<file path="config.mk">
export PLATFORM = sky130hd
export DESIGN_NAME = mta_front
export DESIGN_NICKNAME = d
export VERILOG_FILES = /design/src/rtl/mta_pkg.sv /design/src/rtl/mta_front.sv
export SDC_FILE = /design/constraint.sdc
export NUM_CORES = 1
export LEC_CHECK = 0
export BUFFER_PORTS_ARGS = -buffer_cell sky130_fd_sc_hd__buf_2
export CORE_AREA = 2 2 194 196
export DETAILED_ROUTE_END_ITERATION = 10
export DIE_AREA = 0 0 196 198
export GPL_TIMING_DRIVEN = 0
export MAX_ROUTING_LAYER = met4
export PLACE_DENSITY = 0.59
export SLEW_MARGIN = 20
export SYNTH_ARGS = -nofsm -noshare
export SYNTH_HDL_FRONTEND = slang
export SYNTH_SLANG_ARGS = --single-unit
</file>
<file path="constraint.sdc">
create_clock -name vclk -period 2.77
set_input_delay 0.277 -clock vclk [all_inputs]
set_output_delay 0.277 -clock vclk [all_outputs]
set_load 0.05 [all_outputs]
</file>
<file path="src/rtl/mta_pkg.sv">
package mta_pkg;

    localparam int ARG_W  = 32;
    localparam int DIFF_W = ARG_W + 1;
    localparam int NUM_W  = ARG_W + 2;
    localparam int ACC_W  = 2 * ARG_W + 2;
    localparam int QDEPTH = 2;

    localparam logic MODE_ORTHO     = 1'b0;
    localparam logic MODE_TRANSLATE = 1'b1;

    typedef struct packed {
        logic                     translate;
        logic                     load;
        logic                     bad;
        logic signed [ARG_W-1:0]  tx;
        logic signed [ARG_W-1:0]  ty;
        logic signed [ARG_W-1:0]  tz;
        logic signed [DIFF_W-1:0] rml;
        logic signed [DIFF_W-1:0] rpl;
        logic signed [DIFF_W-1:0] tmb;
        logic signed [DIFF_W-1:0] tpb;
        logic signed [DIFF_W-1:0] fmn;
        logic signed [DIFF_W-1:0] fpn;
    } t_cmd;

    function automatic logic signed [ARG_W-1:0] sat_acc(input logic signed [ACC_W-1:0] v);
        logic signed [ACC_W-1:0] hi;
        logic signed [ACC_W-1:0] lo;
        hi = ACC_W'(64'sd2147483647);
        lo = -ACC_W'(64'sd2147483648);
        if (v > hi) begin
            return 32'sh7fffffff;
        end else if (v < lo) begin
            return 32'sh80000000;
        end
        return v[ARG_W-1:0];
    endfunction

endpackage

</file>
<file path="src/rtl/mta_front.sv">
module mta_front (
    input  logic                          i_valid,
    output logic                          o_ready,
    input  logic                          i_mode,
    input  logic                          i_load,
    input  logic signed [31:0]            i_arg_a,
    input  logic signed [31:0]            i_arg_b,
    input  logic signed [31:0]            i_arg_c,
    input  logic signed [31:0]            i_arg_d,
    input  logic signed [31:0]            i_arg_e,
    input  logic signed [31:0]            i_arg_f,
    input  logic                          i_q_full,
    output logic                          o_push,
    output mta_pkg::t_cmd                 o_cmd
);

    logic signed [mta_pkg::DIFF_W-1:0] w_a, w_b, w_c, w_d, w_e, w_f;

    assign w_a = mta_pkg::DIFF_W'(i_arg_a);
    assign w_b = mta_pkg::DIFF_W'(i_arg_b);
    assign w_c = mta_pkg::DIFF_W'(i_arg_c);
    assign w_d = mta_pkg::DIFF_W'(i_arg_d);
    assign w_e = mta_pkg::DIFF_W'(i_arg_e);
    assign w_f = mta_pkg::DIFF_W'(i_arg_f);

    assign o_ready = !i_q_full;
    assign o_push  = i_valid && !i_q_full;

    always_comb begin
        o_cmd.translate = (i_mode == mta_pkg::MODE_TRANSLATE);
        o_cmd.load      = i_load;
        o_cmd.bad       = (i_mode == mta_pkg::MODE_ORTHO) &&
                          ((i_arg_a == i_arg_b) || (i_arg_d == i_arg_c) ||
                           (i_arg_e == i_arg_f));
        o_cmd.tx  = i_arg_a;
        o_cmd.ty  = i_arg_b;
        o_cmd.tz  = i_arg_c;
        o_cmd.rml = w_b - w_a;
        o_cmd.rpl = w_b + w_a;
        o_cmd.tmb = w_d - w_c;
        o_cmd.tpb = w_d + w_c;
        o_cmd.fmn = w_f - w_e;
        o_cmd.fpn = w_f + w_e;
    end

endmodule

</file>
======== Word-level counts from Yosys, hierarchy flattened ========
Cells that the tools add are included.
storage, ports and cells
  bits in registers ....................... 0
  bits of input ports ..................... 196
  output and inout bits ................... 299
  logic and storage cells ................. 15
cells by class
  $add $sub $neg .......................... 6
  equal/unequal tests ..................... 3
  bitwise logic cells ..................... 1
  reduce and logical (&&, ||, !) cells .... 5
operator list
  cell                          number
  adder 32 x 32 -> 33 bit       3
  subtractor 32 x 32 -> 33 bit  3
  equality test 32 bit          3
  logical AND 1 bit             2
  logical OR 1 bit              2
  logical NOT 1 bit             1
  NOT 1 bit                     1

======== Longest topological paths before layout ========
  word-level depth ........................ 4
  depth in mapped cells ................... 12
  gate-level depth less buffers ........... 12

======== Least setup slack after synthesis ========
No wires, ideal clock.
  path kind ............................... input port to output port
  start ................................... in i_arg_e[11]
  end ..................................... out o_cmd[62] (netlist bit)
  arrival time ............................ 3,705 ps
  data required time ...................... 2,493 ps
  path slack .............................. -1,212 ps
  cell stages on the path ................. 10
  buffers on the path ..................... 1
  cells stage by stage .................... inv_1 > ha_1 > clkbuf_1 > nand4_1 > nor2_1 > a21boi_0 > nor3_1 > o31ai_1 > a31oi_1 > o311ai_0
RTL lines
  item                line             text
  start: declaration  mta_front.sv:10  input logic signed [31:0] i_arg_e,
  end: declaration    mta_front.sv:14  output mta_pkg::t_cmd o_cmd

==> flow_metrics.env <==
export IMPL_finalSetupViolations=102
export IMPL_synth_commonest_cells="ha_1, inv_1, a21oi_1"
export IMPL_num_vias=14740
export IMPL_cp_slowest_cell="a2111oi_4"
export IMPL_stdcell_count=2864
export IMPL_track_usage=0.2670
export IMPL_start_util=0.3056
export IMPL_hold_path_depth=2
export IMPL_syn_avg_cell_area_um2=6.722
export IMPL_antenna_found_initial=11
export IMPL_grt_pass1_vias=14340
export IMPL_cpMostUsedCell="buf_8"
export IMPL_drt_pass1_iter_count=5
export IMPL_yosys_area_top_type="ha_1"
export IMPL_cts_hold_buffers=0
export IMPL_grt_pass1_wl_mm=80.50
export IMPL_status="finished, violations left"
export IMPL_crit_type="input pin to output port"
export IMPL_regArea_um2=0
export IMPL_max_stage_delay_ns=0.43
export IMPL_wirelength_mm=54.86
export IMPL_grt_max_degree=14
export IMPL_ant_nets=0
export IMPL_power_density_nw_per_um2=414.5
export IMPL_yosysSeqAreaShare=0
export IMPL_synth_cells=1680
export IMPL_timing_slew_headroom=0.4657
export IMPL_first_iter_violations=566
export IMPL_portBuffers=494
export IMPL_crit_path_end_kind="output port"
export IMPL_worstHoldStart="i_load"
export IMPL_area_growth_syn_to_layout_pct=97.14
export IMPL_die_area_um2=38810
export IMPL_wl_per_cell_um=19.16
export IMPL_critPathBufInv=2
export IMPL_drc=0
export IMPL_tns_ns=-28.75
export IMPL_syn_nets=2074
export IMPL_core_um2=36960
export IMPL_hold_class="input pin to output port"
export IMPL_overflow=0
export IMPL_crit_family="compound AO/OA/AOI/OAI gates"
export IMPL_n_clock_buffer=0
export IMPL_cap_viol_max_count=0
export IMPL_dp_cells=2648
export IMPL_leakage_nw=10.14
export IMPL_finalPower_mw=9.228
export IMPL_rsz0062_at_grt="true"
export IMPL_layout_drive_gt1_share=0.5910
export IMPL_yosysUniqueCellTypes=83
export IMPL_netlist_area_leader_share=0.2127
export IMPL_rows=71
export IMPL_fillers=3226
export IMPL_synth_area_top_cells="ha_1, xnor2_1, a21oi_1"
export IMPL_cp_arrival_ns=3.04
export IMPL_ir_drop_mv=0.3510
export IMPL_finalCriticalPeriod_ns=3.313
export IMPL_viasPerCell=5.148
export IMPL_io_pins=495
export IMPL_whs_endpoint="o_cmd[295]"
export IMPL_gp_congestion=0.9557
export IMPL_die_h_um=198
export IMPL_die_w_um=196
export IMPL_path_max_fanout=4
export IMPL_tightest_slew_ns=0.7941
export IMPL_dp_hpwl_mm=43.15
export IMPL_startpoint="i_arg_a[0]"
export IMPL_critPathRequiredTime_ns=2.49
export IMPL_startpoint_type="input pin"
export IMPL_fmax_mhz=301.9
export IMPL_synth_area_um2=11290
export IMPL_finalHoldViolCount=0
export IMPL_finalWorstSetupSlack_ns=-0.5426
export IMPL_slew_violations=0
export IMPL_period_share=1.196
export IMPL_path_cells="buf_8 > ha_4 > fa_2 > nand2b_4 > a221o_1 > a32oi_4 > a2111oi_4 > nor4_4 > a211o_4 > a311oi_4 > xnor2_4 > buf_8"
export IMPL_ys_warnings_count=0
export IMPL_flops_and_latches=0
export IMPL_hold_slack_ns=0.8567
export IMPL_violations="setup timing"
export IMPL_nNetsFinal=2775
-- repair_timing --
| item | CTS | global route |
|---|---|---|
| buffers inserted | 175 | 97 |
| pin swaps | 224 | 210 |
| gates resized for setup | 720 | 276 |
| endpoints found under the setup margin | 128 | 127 |
-- per-layer routing --
metal	global-route usage	vias to the layer above	routed length (µm)
met3	0.04633	76	3725
met1	0.3168	7029	21900
li1	-	7117	-
met2	0.4750	521	27970
met4	0.05275	0	1272
met5	-	-	0
-- cell usage in the layout (no fill, tap or decap), drive strengths merged, types with 7 or more instances in the layout --
cell,synthesis,final
nand4,13,13
a21o,35,35
o31ai,17,17
o211ai,13,13
a31oi,20,20
nor4,27,27
nor3,39,39
xnor2,150,150
nor2b,26,26
a21oi,179,179
o21a,9,9
clkbuf,54,27
inv,197,190
ha,192,192
clkinvlp,0,7
nand2b,26,26
or3,13,13
nor2,156,156
diode,0,11
a311oi,7,7
o21bai,46,46
or2,9,9
a221o,7,7
o21ai,76,76
xor2,18,18
a2111oi,7,7
nand3,23,23
o31a,9,9
a211oi,16,16
nand2,78,78
buf,127,853
-- cell families after synthesis --
logic type,Yosys count,synth area share
xor gates and xnor gates,168,0.1303
AOI/OAI and AO/OA,492,0.2902
adders and majority gates,198,0.2234
buffers and inverters,380,0.1634
and+or+nand+nor,438,0.1891
muxes,4,0.003656
-- per-stage QoR --
step	util	setup slack [ns]	instance area, µm²
after floorplan	-	-0.3723	13230
after global placement	0.4410	-1.098	16300
after detailed placement	0.4410	-1.071	16300
after CTS	0.5532	-0.6240	20440
after global routing	0.6025	-0.6387	22260
final	0.6025	-0.5426	22260
-- how the worst max path moves through the flow --
| stage | to | slack (ns) | cells past startpoint |
|---|---|---|---|
| 6_report | o_cmd[158] | -0.54 | 12 |
| 5_1_grt | o_cmd[158] | -0.64 | 12 |
| 4_1_cts | o_cmd[158] | -0.62 | 12 |
| 3_5_place_dp | o_cmd[31] | -1.07 | 13 |
| 3_3_place_gp | o_cmd[31] | -1.10 | 13 |
| 2_1_floorplan | o_cmd[125] | -0.37 | 12 |
-- layout make-up --
cell class | instances | area, µm² | share of cell area
well taps | 474 | 593.1 | 0.02664
plain buffers | 139 | 1092 | 0.04906
multi-input cells | 1300 | 13870 | 0.6228
repair buffers | 741 | 5794 | 0.2603
diodes | 11 | 27.53 | 0.001236
inverters | 199 | 889.6 | 0.03996
-- where the power goes --
| part | switching, mW | internal, mW |
|---|---|---|
| combinational | 5.66 | 3.57 |
| sequential | 0 | 0 |
| clock | 0 | 0.000000533 |
Note: power is estimated with default switching activity, not from simulation.
