`src/rtl/mta_pkg.sv`:
```
package mta_pkg;

    localparam int ARG_W  = 32;
    localparam int DIFF_W = ARG_W + 1;
    localparam int NUM_W  = ARG_W + 2;
    localparam int ACC_W  = 2 * ARG_W + 2;
    localparam int QDEPTH = 2;

    localparam logic MODE_ORTHO     = 1'b0;
    localparam logic MODE_TRANSLATE = 1'b1;

    typedef struct packed {
        logic                     translate;
        logic                     load;
        logic                     bad;
        logic signed [ARG_W-1:0]  tx;
        logic signed [ARG_W-1:0]  ty;
        logic signed [ARG_W-1:0]  tz;
        logic signed [DIFF_W-1:0] rml;
        logic signed [DIFF_W-1:0] rpl;
        logic signed [DIFF_W-1:0] tmb;
        logic signed [DIFF_W-1:0] tpb;
        logic signed [DIFF_W-1:0] fmn;
        logic signed [DIFF_W-1:0] fpn;
    } t_cmd;

    function automatic logic signed [ARG_W-1:0] sat_acc(input logic signed [ACC_W-1:0] v);
        logic signed [ACC_W-1:0] hi;
        logic signed [ACC_W-1:0] lo;
        hi = ACC_W'(64'sd2147483647);
        lo = -ACC_W'(64'sd2147483648);
        if (v > hi) begin
            return 32'sh7fffffff;
        end else if (v < lo) begin
            return 32'sh80000000;
        end
        return v[ARG_W-1:0];
    endfunction

endpackage

```
`src/rtl/mta_fifo.sv`:
```
module mta_fifo (
    input  logic          i_clk,
    input  logic          i_rst_n,
    input  logic          i_push,
    input  mta_pkg::t_cmd i_cmd,
    output logic          o_full,
    input  logic          i_pop,
    output logic          o_empty,
    output mta_pkg::t_cmd o_cmd
);

    localparam int PW = (mta_pkg::QDEPTH > 1) ? $clog2(mta_pkg::QDEPTH) : 1;
    localparam int CW = $clog2(mta_pkg::QDEPTH + 1);

    mta_pkg::t_cmd r_mem [mta_pkg::QDEPTH];
    logic [PW-1:0] r_wp, r_rp;
    logic [CW-1:0] r_cnt;

    assign o_full  = (r_cnt == CW'(mta_pkg::QDEPTH));
    assign o_empty = (r_cnt == '0);
    assign o_cmd   = r_mem[r_rp];

    always_ff @(posedge i_clk) begin
        if (i_push) begin
            r_mem[r_wp] <= i_cmd;
        end
    end

    always_ff @(posedge i_clk) begin
        if (!i_rst_n) begin
            r_wp  <= '0;
            r_rp  <= '0;
            r_cnt <= '0;
        end else begin
            if (i_push) begin
                r_wp <= (r_wp == PW'(mta_pkg::QDEPTH - 1)) ? '0 : r_wp + 1'b1;
            end
            if (i_pop) begin
                r_rp <= (r_rp == PW'(mta_pkg::QDEPTH - 1)) ? '0 : r_rp + 1'b1;
            end
            if (i_push && !i_pop) begin
                r_cnt <= r_cnt + 1'b1;
            end else if (i_pop && !i_push) begin
                r_cnt <= r_cnt - 1'b1;
            end
        end
    end

endmodule

```
`config.mk`:
```
export PLATFORM = sky130hd
export DESIGN_NAME = mta_fifo
export DESIGN_NICKNAME = d
export VERILOG_FILES = /design/src/rtl/mta_pkg.sv /design/src/rtl/mta_fifo.sv
export SDC_FILE = /design/constraint.sdc
export NUM_CORES = 1
export LEC_CHECK = 0
export ABC_AREA = 1
export BUFFER_PORTS_ARGS = -buffer_cell sky130_fd_sc_hd__buf_2
export CORE_MARGIN = 2
export CORE_UTILIZATION = 35
export DETAILED_ROUTE_END_ITERATION = 10
export SYNTH_ARGS = -nofsm -noshare
export SYNTH_HDL_FRONTEND = slang
export SYNTH_SLANG_ARGS = --single-unit
```
`constraint.sdc`:
```
create_clock -name i_clk -period 32.2 [get_ports i_clk]
set_input_delay 6.44 -clock i_clk [delete_from_list [all_inputs] [get_ports i_clk]]
set_output_delay 6.44 -clock i_clk [all_outputs]
set_load 0.005 [all_outputs]
```
; ---- Word level (Yosys, flattened, before mapping)
; Memories as Yosys holds them, arrays and structs flattened. A register that Yosys moved wholly into a read port is not among the register bits.
; Cells that the tools add are included.
[totals]
regBits = 4
mem_bits_rw = 594
in_bits = 301
output_inout_bits = 299
mem_count = 1
elab_cells = 23
[mem_list]
columns = name, words, word_bits, read_ports, rd_ports_with_merged_regs, wr, line
row1 = r_mem, 2, 297, 1, 1, 1, mta_fifo.sv:15  ; mta_pkg::t_cmd r_mem [mta_pkg::QDEPTH];
[classes]
mux = 8
eq_ne = 1
addsub = 4
reduce_logical = 6
[op_table]
columns = cell, count
row1 = 1-bit 2-to-1 mux, 6
row2 = 2-bit 2-to-1 mux, 2
row3 = 1-bit adder (second input constant), 2
row4 = 2-bit by 1-bit adder with 2-bit output (second input constant), 1
row5 = 2-bit == test (second input constant), 1
row6 = 1-bit logical AND, 2
row7 = 1-bit logical NOT, 2
row8 = 2-bit logical NOT, 1
row9 = 2-bit nonzero test, 1
row10 = 2-bit by 1-bit subtractor with 2-bit output (second input constant), 1

; ---- Longest topological paths before layout
; Gate-level depths: netlist of the first run.
[logic_depth]
word_depth = 4
ltp_mapped = 8
depth_no_buf = 8

; ---- Worst setup path after synthesis of the first run
; No wires, ideal clock.
[synth_path]
path_kind = in2reg
start = input i_push
end = memory r_mem[0][0] (netlist bit) (enable)
stages = 2
t_arrival_ns = 18.884
required_ns = 31.230
path_buffers = 0
setup_ns = 0.970
setup_slack_ns = 12.346
path_cell_list = inv_1 nor2_1
[synth_via]
elab_chain_cells = 2
[synth_lines]
columns = item, line
row1 = start: declaration, mta_fifo.sv:4  ; input logic i_push,
row2 = 1-bit 2-to-1 mux, mta_fifo.sv:24  ; if (i_push) begin
row3 = 1-bit 2-to-1 mux (not written as such), mta_fifo.sv:25  ; r_mem[r_wp] <= i_cmd;
row4 = end: declaration, mta_fifo.sv:15
; No other way between the ends.

==> summary.txt, run 1 <==
========================================================================================
Fraction of final layout cells with drive strength greater than 1                 60.58%
Part of the Yosys area used for sequential elements                               79.34%
Min-Delay Path Class                                                        register to register
Multiplexer fraction of the synthesized cell area                                 18.61%
Minimum clock period after layout                                               10.92 ns
Max-cap violations                                                                     0
Total negative setup slack                                                          0 ns
Number of buffers inserted for hold repair after clock tree synthesis                  0
Area after DPL                                                              0.02645 sq mm
Dominant combinational cell family by area after synthesis                  multiplexers
Net count after synthesis                                                           1261
Post-DR vias/cell                                                                  4.431
Core box area                                                               0.06412 sq mm
Critical path peak fanout                                                             58
Antenna violations before repair                                                      21
Global-route wire length before repair                                      72510 microns
Total number of H-tree levels                                                          2
Half-perimeter wire length after detailed placement                         34860 microns
Element type at the critical path start                                         register
Die area                                                                    0.06664 sq mm
Number of max-slew violations in the final report                                      0
Unrepaired setup endpoints after global routing                                    false
Clock slew at reported path FFs                                                  0.06 ns
Bufs and invs on worst path                                                            4
Finished Core Util                                                                44.49%
Post-layout net count                                                               1902
Width of the die                                                            258.1 microns
Maximum vdd drop                                                              0.04484 mV
Type of destination of the critical path                                     output port
Share of the clock period used by the worst path after layout                     33.92%
Sequential Area                                                             0.01794 sq mm
Summed instance area of the synthesized netlist                             0.02261 sq mm
Area added between synthesis and finish                                           26.18%
Category of cells accounting for the largest share of critical-path delay   buffers and inverters
Post-route design area                                                      0.02853 sq mm
Vias in the first global route                                                     11810
Average size of a mapped cell                                                23.57 sq um
Clock root cell                                                                clkbuf_16
Number of standard cells in the layout, taps in and fillers out                     2517
HP Start                                                                    r_rp$_SDFFE_PN0P_
Xor and xnor area share after synthesis                                               0%
Clock sink count                                                                     599
Pin count of the biggest net entering global routing                                  85
Number of hold-slack violations in the final timing report                             0
Pwr dens                                                                    62.87 mW/mm^2
CTS tree                                                                           built
Final hold slack                                                               0.5109 ns
CP Class                                                                    register to output port
Top Ports                                                                            600
Crit path max-delay cell type                                                      buf_4
Worst setup skew after layout                                                 0.01379 ns
Adder and majority gate portion of the synthesized area                         0.05535%
Standard-cell rows                                                                    93
Run status                                                                  finished, final reports clean
Number of CTS-inserted buffers                                                        61
Quantity of gates resized following cts                                                0
Post-detailed-route count of antenna-violating nets                                    0
Warnings from Yosys                                                                    0
First-pass iteration count of the detailed router                                      4
Count of unique library cells instantiated by Yosys                                   14
Routed via count                                                                   11150
Placed cell count                                                                   2392
Total wire length                                                           50550 microns
Die outline height                                                          258.1 microns
Leak                                                                            11.10 nW
Detailed router's first-iteration violation count                                    659
Filler cell count                                                                   5608
Area occupied by multi-input gates                                          0.004313 sq mm
Number of flip-flops and latches in the synthesized netlist                          599
Synthesized instance count                                                           959
Slew Limit Headroom                                                               21.65%
Detailed-route wire length per cell                                         20.08 microns
Slew at the pin closest to its max-slew limit                                   1.175 ns
Remaining design rule violation count                                                  0
Count of input and output buffers                                                    599
Simple-gate area share of the yosys netlist                                      0.3321%
Largest area contributor in the netlist                                         edfxtp_1
Chain of cells forming the critical path                                    buf_4, buf_4, buf_4, mux2_4, buf_2
Worst-Skew Late Latency                                                          0.60 ns
Arrival time of the worst setup path                                             4.48 ns
Peak clock frequency supported by timing                                       91.56 MHz
Placer's final routability congestion estimate                                    0.8171
Reg2Reg Launch Point                                                        r_wp$_SDFFE_PN0P_
Total routing usage reported by global routing                                    14.41%
Crit path largest cell delay                                                     0.86 ns
Initial Util                                                                      35.26%
Required time worst endpoint                                                    25.76 ns
Buffers inserted during post-CTS setup optimization                                    0
Synthesized-area fraction occupied by ao, oa, aoi and oai cells                 0.04428%
Residual overflow from global routing                                                  0
Maximum count of clock buffers along a single path                                     3
Yosys top cell area share                                                         78.90%
Most common cell type on the critical path                                         buf_4
Number of setup violations in the final report                                         0
Ranking of synthesized cells by area                                        edfxtp_1, mux2_4, mux2_2, buf_6, dfxtp_1
========================================================================================
[path summary, 6_finish.rpt]
path	to	slack, ns	depth (start not counted)
setup / recovery	o_cmd[151]	21.28	5
hold / removal	register	0.51	2
setup reg to reg	r_mem[0][211]$_DFFE_PP_	28.69	3
hold reg to reg	register	0.51	2
[tightest hold or removal path, delay by kind of cell (launching register included)]
kind	cells	cell delay, ns
AND/OR/NAND/NOR	2	0.15
flip-flops	1	0.33
[cells in the final DEF, fill, tap and decap left out]
cell type / count
edfxtp_1: 594
inv_6: 3
ha_1: 1
mux2_4: 230
buf_2: 599
nor2_1: 8
inv_8: 1
nor2_4: 1
diode_2: 13
clkbuf_16: 63
a21oi_1: 1
nand2_1: 8
bufinv_16: 9
buf_4: 12
dfxtp_1: 4
nand3_1: 1
mux2_2: 67
dfxtp_4: 1
clkinvlp_4: 5
o21ai_0: 1
clkinv_1: 16
inv_1: 7
nand4_1: 1
clkbuf_1: 8
clkinv_4: 1
clkinv_2: 7
[power breakdown]
group	switching, W	leakage, nW	internal [W]
sequential	0.0000117	5.62	0.000905
clock	0.000287	0.984	0.000427
combinational	0.0000777	4.50	0.0000851
[state kept, by name (all words and copies together) (netlist names), named ones only]
name   cells
r_mem    594
r_cnt      2
r_rp       1
r_wp       1
[routing by layer]
metal,vias up,part of all wire [%],track usage (%)
met2,407,50,24.68
met3,113,8.8,5.526
met4,14,3.3,5.636
li1,5120,-,-
met5,-,0.18,0
met1,5498,37,16.22
[cells by family (layout without fill, tap and decap cells)]
logic type / after synthesis / in the layout
buf+inv: 41 / 731
compound gates: 2 / 2
flops: 599 / 599
other cells: 0 / 13
fa+ha+maj: 1 / 1
simple gates: 19 / 19
mux: 297 / 297
[cell type report]
| cell class | instances | share of cell area, % |
|---|---|---|
| antenna | 13 | 0.1140 |
| clock buffer | 71 | 5.632 |
| clock inverter | 41 | 1.535 |
| inverter | 8 | 0.1316 |
| multi-input combinational | 319 | 15.12 |
| sequential | 599 | 62.89 |
| tap | 855 | 3.750 |
| timing repair buffer | 611 | 10.83 |
[stage by stage]
step | power, W | setup WS, ns
detailed placement | 0.001100 | 21.89
global placement | 0.001095 | 21.97
global route | 0.001859 | 21.04
floorplan | 0.001035 | 12.35
CTS | 0.001818 | 21.21
finish | 0.001794 | 21.28
[synth_stat cells, drive strengths merged]
cell type / instances
a21oi: 1
edfxtp: 594
nand3: 1
buf: 33
nand2: 8
inv: 8
mux2: 297
o21ai: 1
dfxtp: 5
nand4: 1
ha: 1
nor2: 9
Power figures use the tool's default switching activity.
==> inputs of run 2 (changes only) <==
ABC_AREA = 0   (was 1)
clock period = 11.5 ns   (was 32.2 ns; I/O delays follow)
==> run 2 against run 1 <==
  * Utilization down 0.26 points
  * Synthesized cell count down 1.4%
  * Flip-flop and latch count unchanged
  * Sequential share of layout area up 0.37 points
  * Largest power group unchanged
==> summary.txt, run 2 <==
========================================================================================
Run status                                                                  finished, final reports clean
Number of CTS-inserted buffers                                                        61   unchanged
Number of flip-flops in the largest register                                         594   unchanged
Minimum clock period after layout                                               5.309 ns
Clock root cell                                                                clkbuf_16
Core box area                                                               0.06412 sq mm   unchanged
Arrival time of the worst setup path                                             3.01 ns   -1.47 ns
Warnings from Yosys                                                                    0   unchanged
Residual overflow from global routing                                                  0   unchanged
Net count after synthesis                                                           1248   -1.0%
Number of buffers inserted for hold repair after clock tree synthesis                  0   unchanged
Maximum count of clock buffers along a single path                                     3   unchanged
Share of power burned in registers                                                 52.0%   +0.9 points
Post-detailed-route count of antenna-violating nets                                    0   unchanged
Top Registers                                                               r_mem x594, r_cnt x2
Detailed-route wire length per cell                                         19.71 microns   -1.8%
Critical path peak fanout                                                            130   +120%
Clk network pwr share                                                              37.6%   -2.2 points
Clock sink count                                                                     599   unchanged
Final hold slack                                                               0.5673 ns   +0.05642 ns
Switching power as a share of total power                                         21.48%   +0.48 points
Top cells by instance count after synthesis                                 edfxtp_1, mux2_4, mux2_2
Most instantiated flip-flop cell in the synthesis netlist                       edfxtp_1
Area added between synthesis and finish                                           25.51%
Required time worst endpoint                                                     9.20 ns   -16.56 ns
Leak                                                                            10.99 nW   -0.99%
Pin count of the biggest net entering global routing                                 151   +78%
Leading cell type in the layout, fill and taps excluded                            buf_2
Crit path max-delay cell type                                                    dfxtp_4
Standard-cell rows                                                                    93   unchanged
Average size of a mapped cell                                                23.89 sq um   +1.3%
Total wire length                                                           49250 microns   -2.6%
Total negative setup slack                                                          0 ns   unchanged
Combinational fraction of design power                                             10.4%   +1.3 points
CP Class                                                                    register to output port
Count of unique library cells instantiated by Yosys                                   17   +3
First-pass iteration count of the detailed router                                      4   unchanged
Setup WS post-layout                                                            6.191 ns   -15.09 ns
CTS tree                                                                           built
Type of destination of the critical path                                     output port
Vias in the first global route                                                     11760   -0.42%
Synthesized instance count                                                           946   -1.4%
Peak clock frequency supported by timing                                       188.4 MHz
Global-route wire length before repair                                      70750 microns   -2.4%
Remaining design rule violation count                                                  0   unchanged
Count of input and output buffers                                                    599   unchanged
Quantity of gates resized following cts                                                0   unchanged
Routed via count                                                                   11120   -0.33%
Max-cap violations                                                                     0   unchanged
Unrepaired setup endpoints after global routing                                    false
Number of setup violations in the final report                                         0   unchanged
Total routing usage reported by global routing                                    14.00%   -0.40 points
Die area                                                                    0.06661 sq mm   about the same
Crit path largest cell delay                                                     0.93 ns   +0.07 ns
Min-Delay Path Class                                                        register to register
Yosys top cell area share                                                         78.94%   about the same
Slew Limit Headroom                                                               17.87%   -3.8 points
Largest area contributor in the netlist                                         edfxtp_1
Width of the die                                                            258.1 microns   about the same
Number of flip-flops and latches in the synthesized netlist                          599   unchanged
Top Ports                                                                            600   unchanged
Share of flip-flops with an asynchronous set or reset                                 0%   unchanged
Post-layout net count                                                               1885   -0.89%
Total number of H-tree levels                                                          2   unchanged
Most frequent cells in the layout                                           buf_2, edfxtp_1, mux2_4, mux2_2, clkbuf_16
Library cell with the highest instance count after synthesis                    edfxtp_1
Placer's final routability congestion estimate                                    0.8020   -1.8%
Largest register by flop count                                                     r_mem
Element type at the critical path start                                         register
Part of the Yosys area used for sequential elements                               79.38%   about the same
Slew at the pin closest to its max-slew limit                                   1.232 ns   +0.05678 ns
Initial Util                                                                      35.24%   about the same
Chain of cells forming the critical path                                    buf_12, mux2_2, buf_2
PnR Total Power                                                               0.004932 W   +170%
Post-DR vias/cell                                                                  4.450   +0.43%
Finished Core Util                                                                44.23%   -0.26 points
Detailed router's first-iteration violation count                                    451   -32%
Worst setup skew after layout                                                 0.02496 ns   +0.01117 ns
Worst setup timing slack at the placement stage                                 6.102 ns   -15.78 ns
Clock slew at reported path FFs                                                  0.06 ns   about the same
Fraction of final layout cells with drive strength greater than 1                 60.65%   +0.067 points
Number of hold-slack violations in the final timing report                             0   unchanged
Maximum vdd drop                                                               0.1319 mV   +190%
Worst-Skew Late Latency                                                          0.61 ns   about the same
Summed instance area of the synthesized netlist                             0.02260 sq mm   about the same
Antenna violations before repair                                                      14   -33%
Die outline height                                                          258.1 microns   about the same
Buffers inserted during post-CTS setup optimization                                    0   unchanged
Total internal power                                                          0.003873 W   +170%
Category of cells accounting for the largest share of critical-path delay     flip-flops
Ranking of synthesized cells by area                                        edfxtp_1, mux2_4, mux2_2, buf_6, dfxtp_1
Pwr dens                                                                    173.9 mW/mm^2   +180%
Half-perimeter wire length after detailed placement                         33080 microns   -5.1%
Number of max-slew violations in the final report                                      0   unchanged
Share of the clock period used by the worst path after layout                     46.16%
Switching power                                                               0.001059 W   +180%
Bufs and invs on worst path                                                            2   -2
Post-synth EDFFs                                                                     594   unchanged
========================================================================================
## run 2: path summary, 6_finish.rpt
| kind | from | endpoint | slack, ns | cells after the start |
|---|---|---|---|---|
| hold / removal | r_cnt[1]$_SDFFE_PN0P_ | r_cnt[1]$_SDFFE_PN0P_ | 0.57 | 2 |
| setup reg to reg | r_wp$_SDFFE_PN0P_ | r_mem[1][201]$_DFFE_PP_ | 8.18 | 3 |
| hold reg to reg | r_cnt[1]$_SDFFE_PN0P_ | r_cnt[1]$_SDFFE_PN0P_ | 0.57 | 2 |
| setup / recovery | register | o_cmd[281] | 6.19 | 3 |
## run 2: metrics by stage
step | cells | area, sq um
6_report | 2498 | 28360
3_5_place_dp | 2375 | 26450
2_1_floorplan | 946 | 22600
5_1_grt | 2496 | 28350
4_1_cts | 2489 | 28340
3_3_place_gp | 2375 | 26450
## run 2: power by group through the flow
| stage | Clock, W | Sequential (W) | Combinational [W] |
|---|---|---|---|
| 2_1_floorplan | 0 | 0.00262 | 0.000299 |
| 3_3_place_gp | 0 | 0.00260 | 0.000515 |
| 3_5_place_dp | 0 | 0.00261 | 0.000520 |
| 4_1_cts | 0.00192 | 0.00256 | 0.000522 |
| 5_1_grt | 0.00199 | 0.00257 | 0.000550 |
| 6_report | 0.00185 | 0.00256 | 0.000514 |
## run 2: kinds of logic after synthesis
family | Yosys count | synth area share [%]
AND/OR/NAND/NOR | 9 | 0.2381
AO/OA/AOI/OAI | 3 | 0.08860
buffers and inverters | 34 | 1.495
XOR/XNOR | 3 | 0.1163
multiplexers | 297 | 18.62
flip-flops | 599 | 79.38
adder cells (fa/ha/maj) | 1 | 0.05537
## run 2: cell type report
| class | instances | area [sq um] |
|---|---|---|
| Inverter | 1 | 3.754 |
| Multi-Input combinational cell | 313 | 4330 |
| Clock inverter | 34 | 242.7 |
| Antenna cell | 9 | 22.52 |
| Clock buffer | 80 | 1640 |
| Fill cell | 5580 | 35760 |
| Tap cell | 855 | 1070 |
| Sequential cell | 599 | 17940 |
| Timing Repair Buffer | 607 | 3108 |
## run 2: tightest hold or removal path, delay by kind of cell (launching register included)
kind / cells / cell delay, ns
flops: 1 / 0.34
compound gates: 2 / 0.17
## run 2: layer usage
metal  track usage, %  routed length (microns)  vias to the layer above
met4            5.909                     1508                        6
met2            24.93                    25760                      388
met5                0                       26                        -
met3            4.564                     4122                       99
met1            15.30                    17830                     5546
li1                 -                        -                     5076
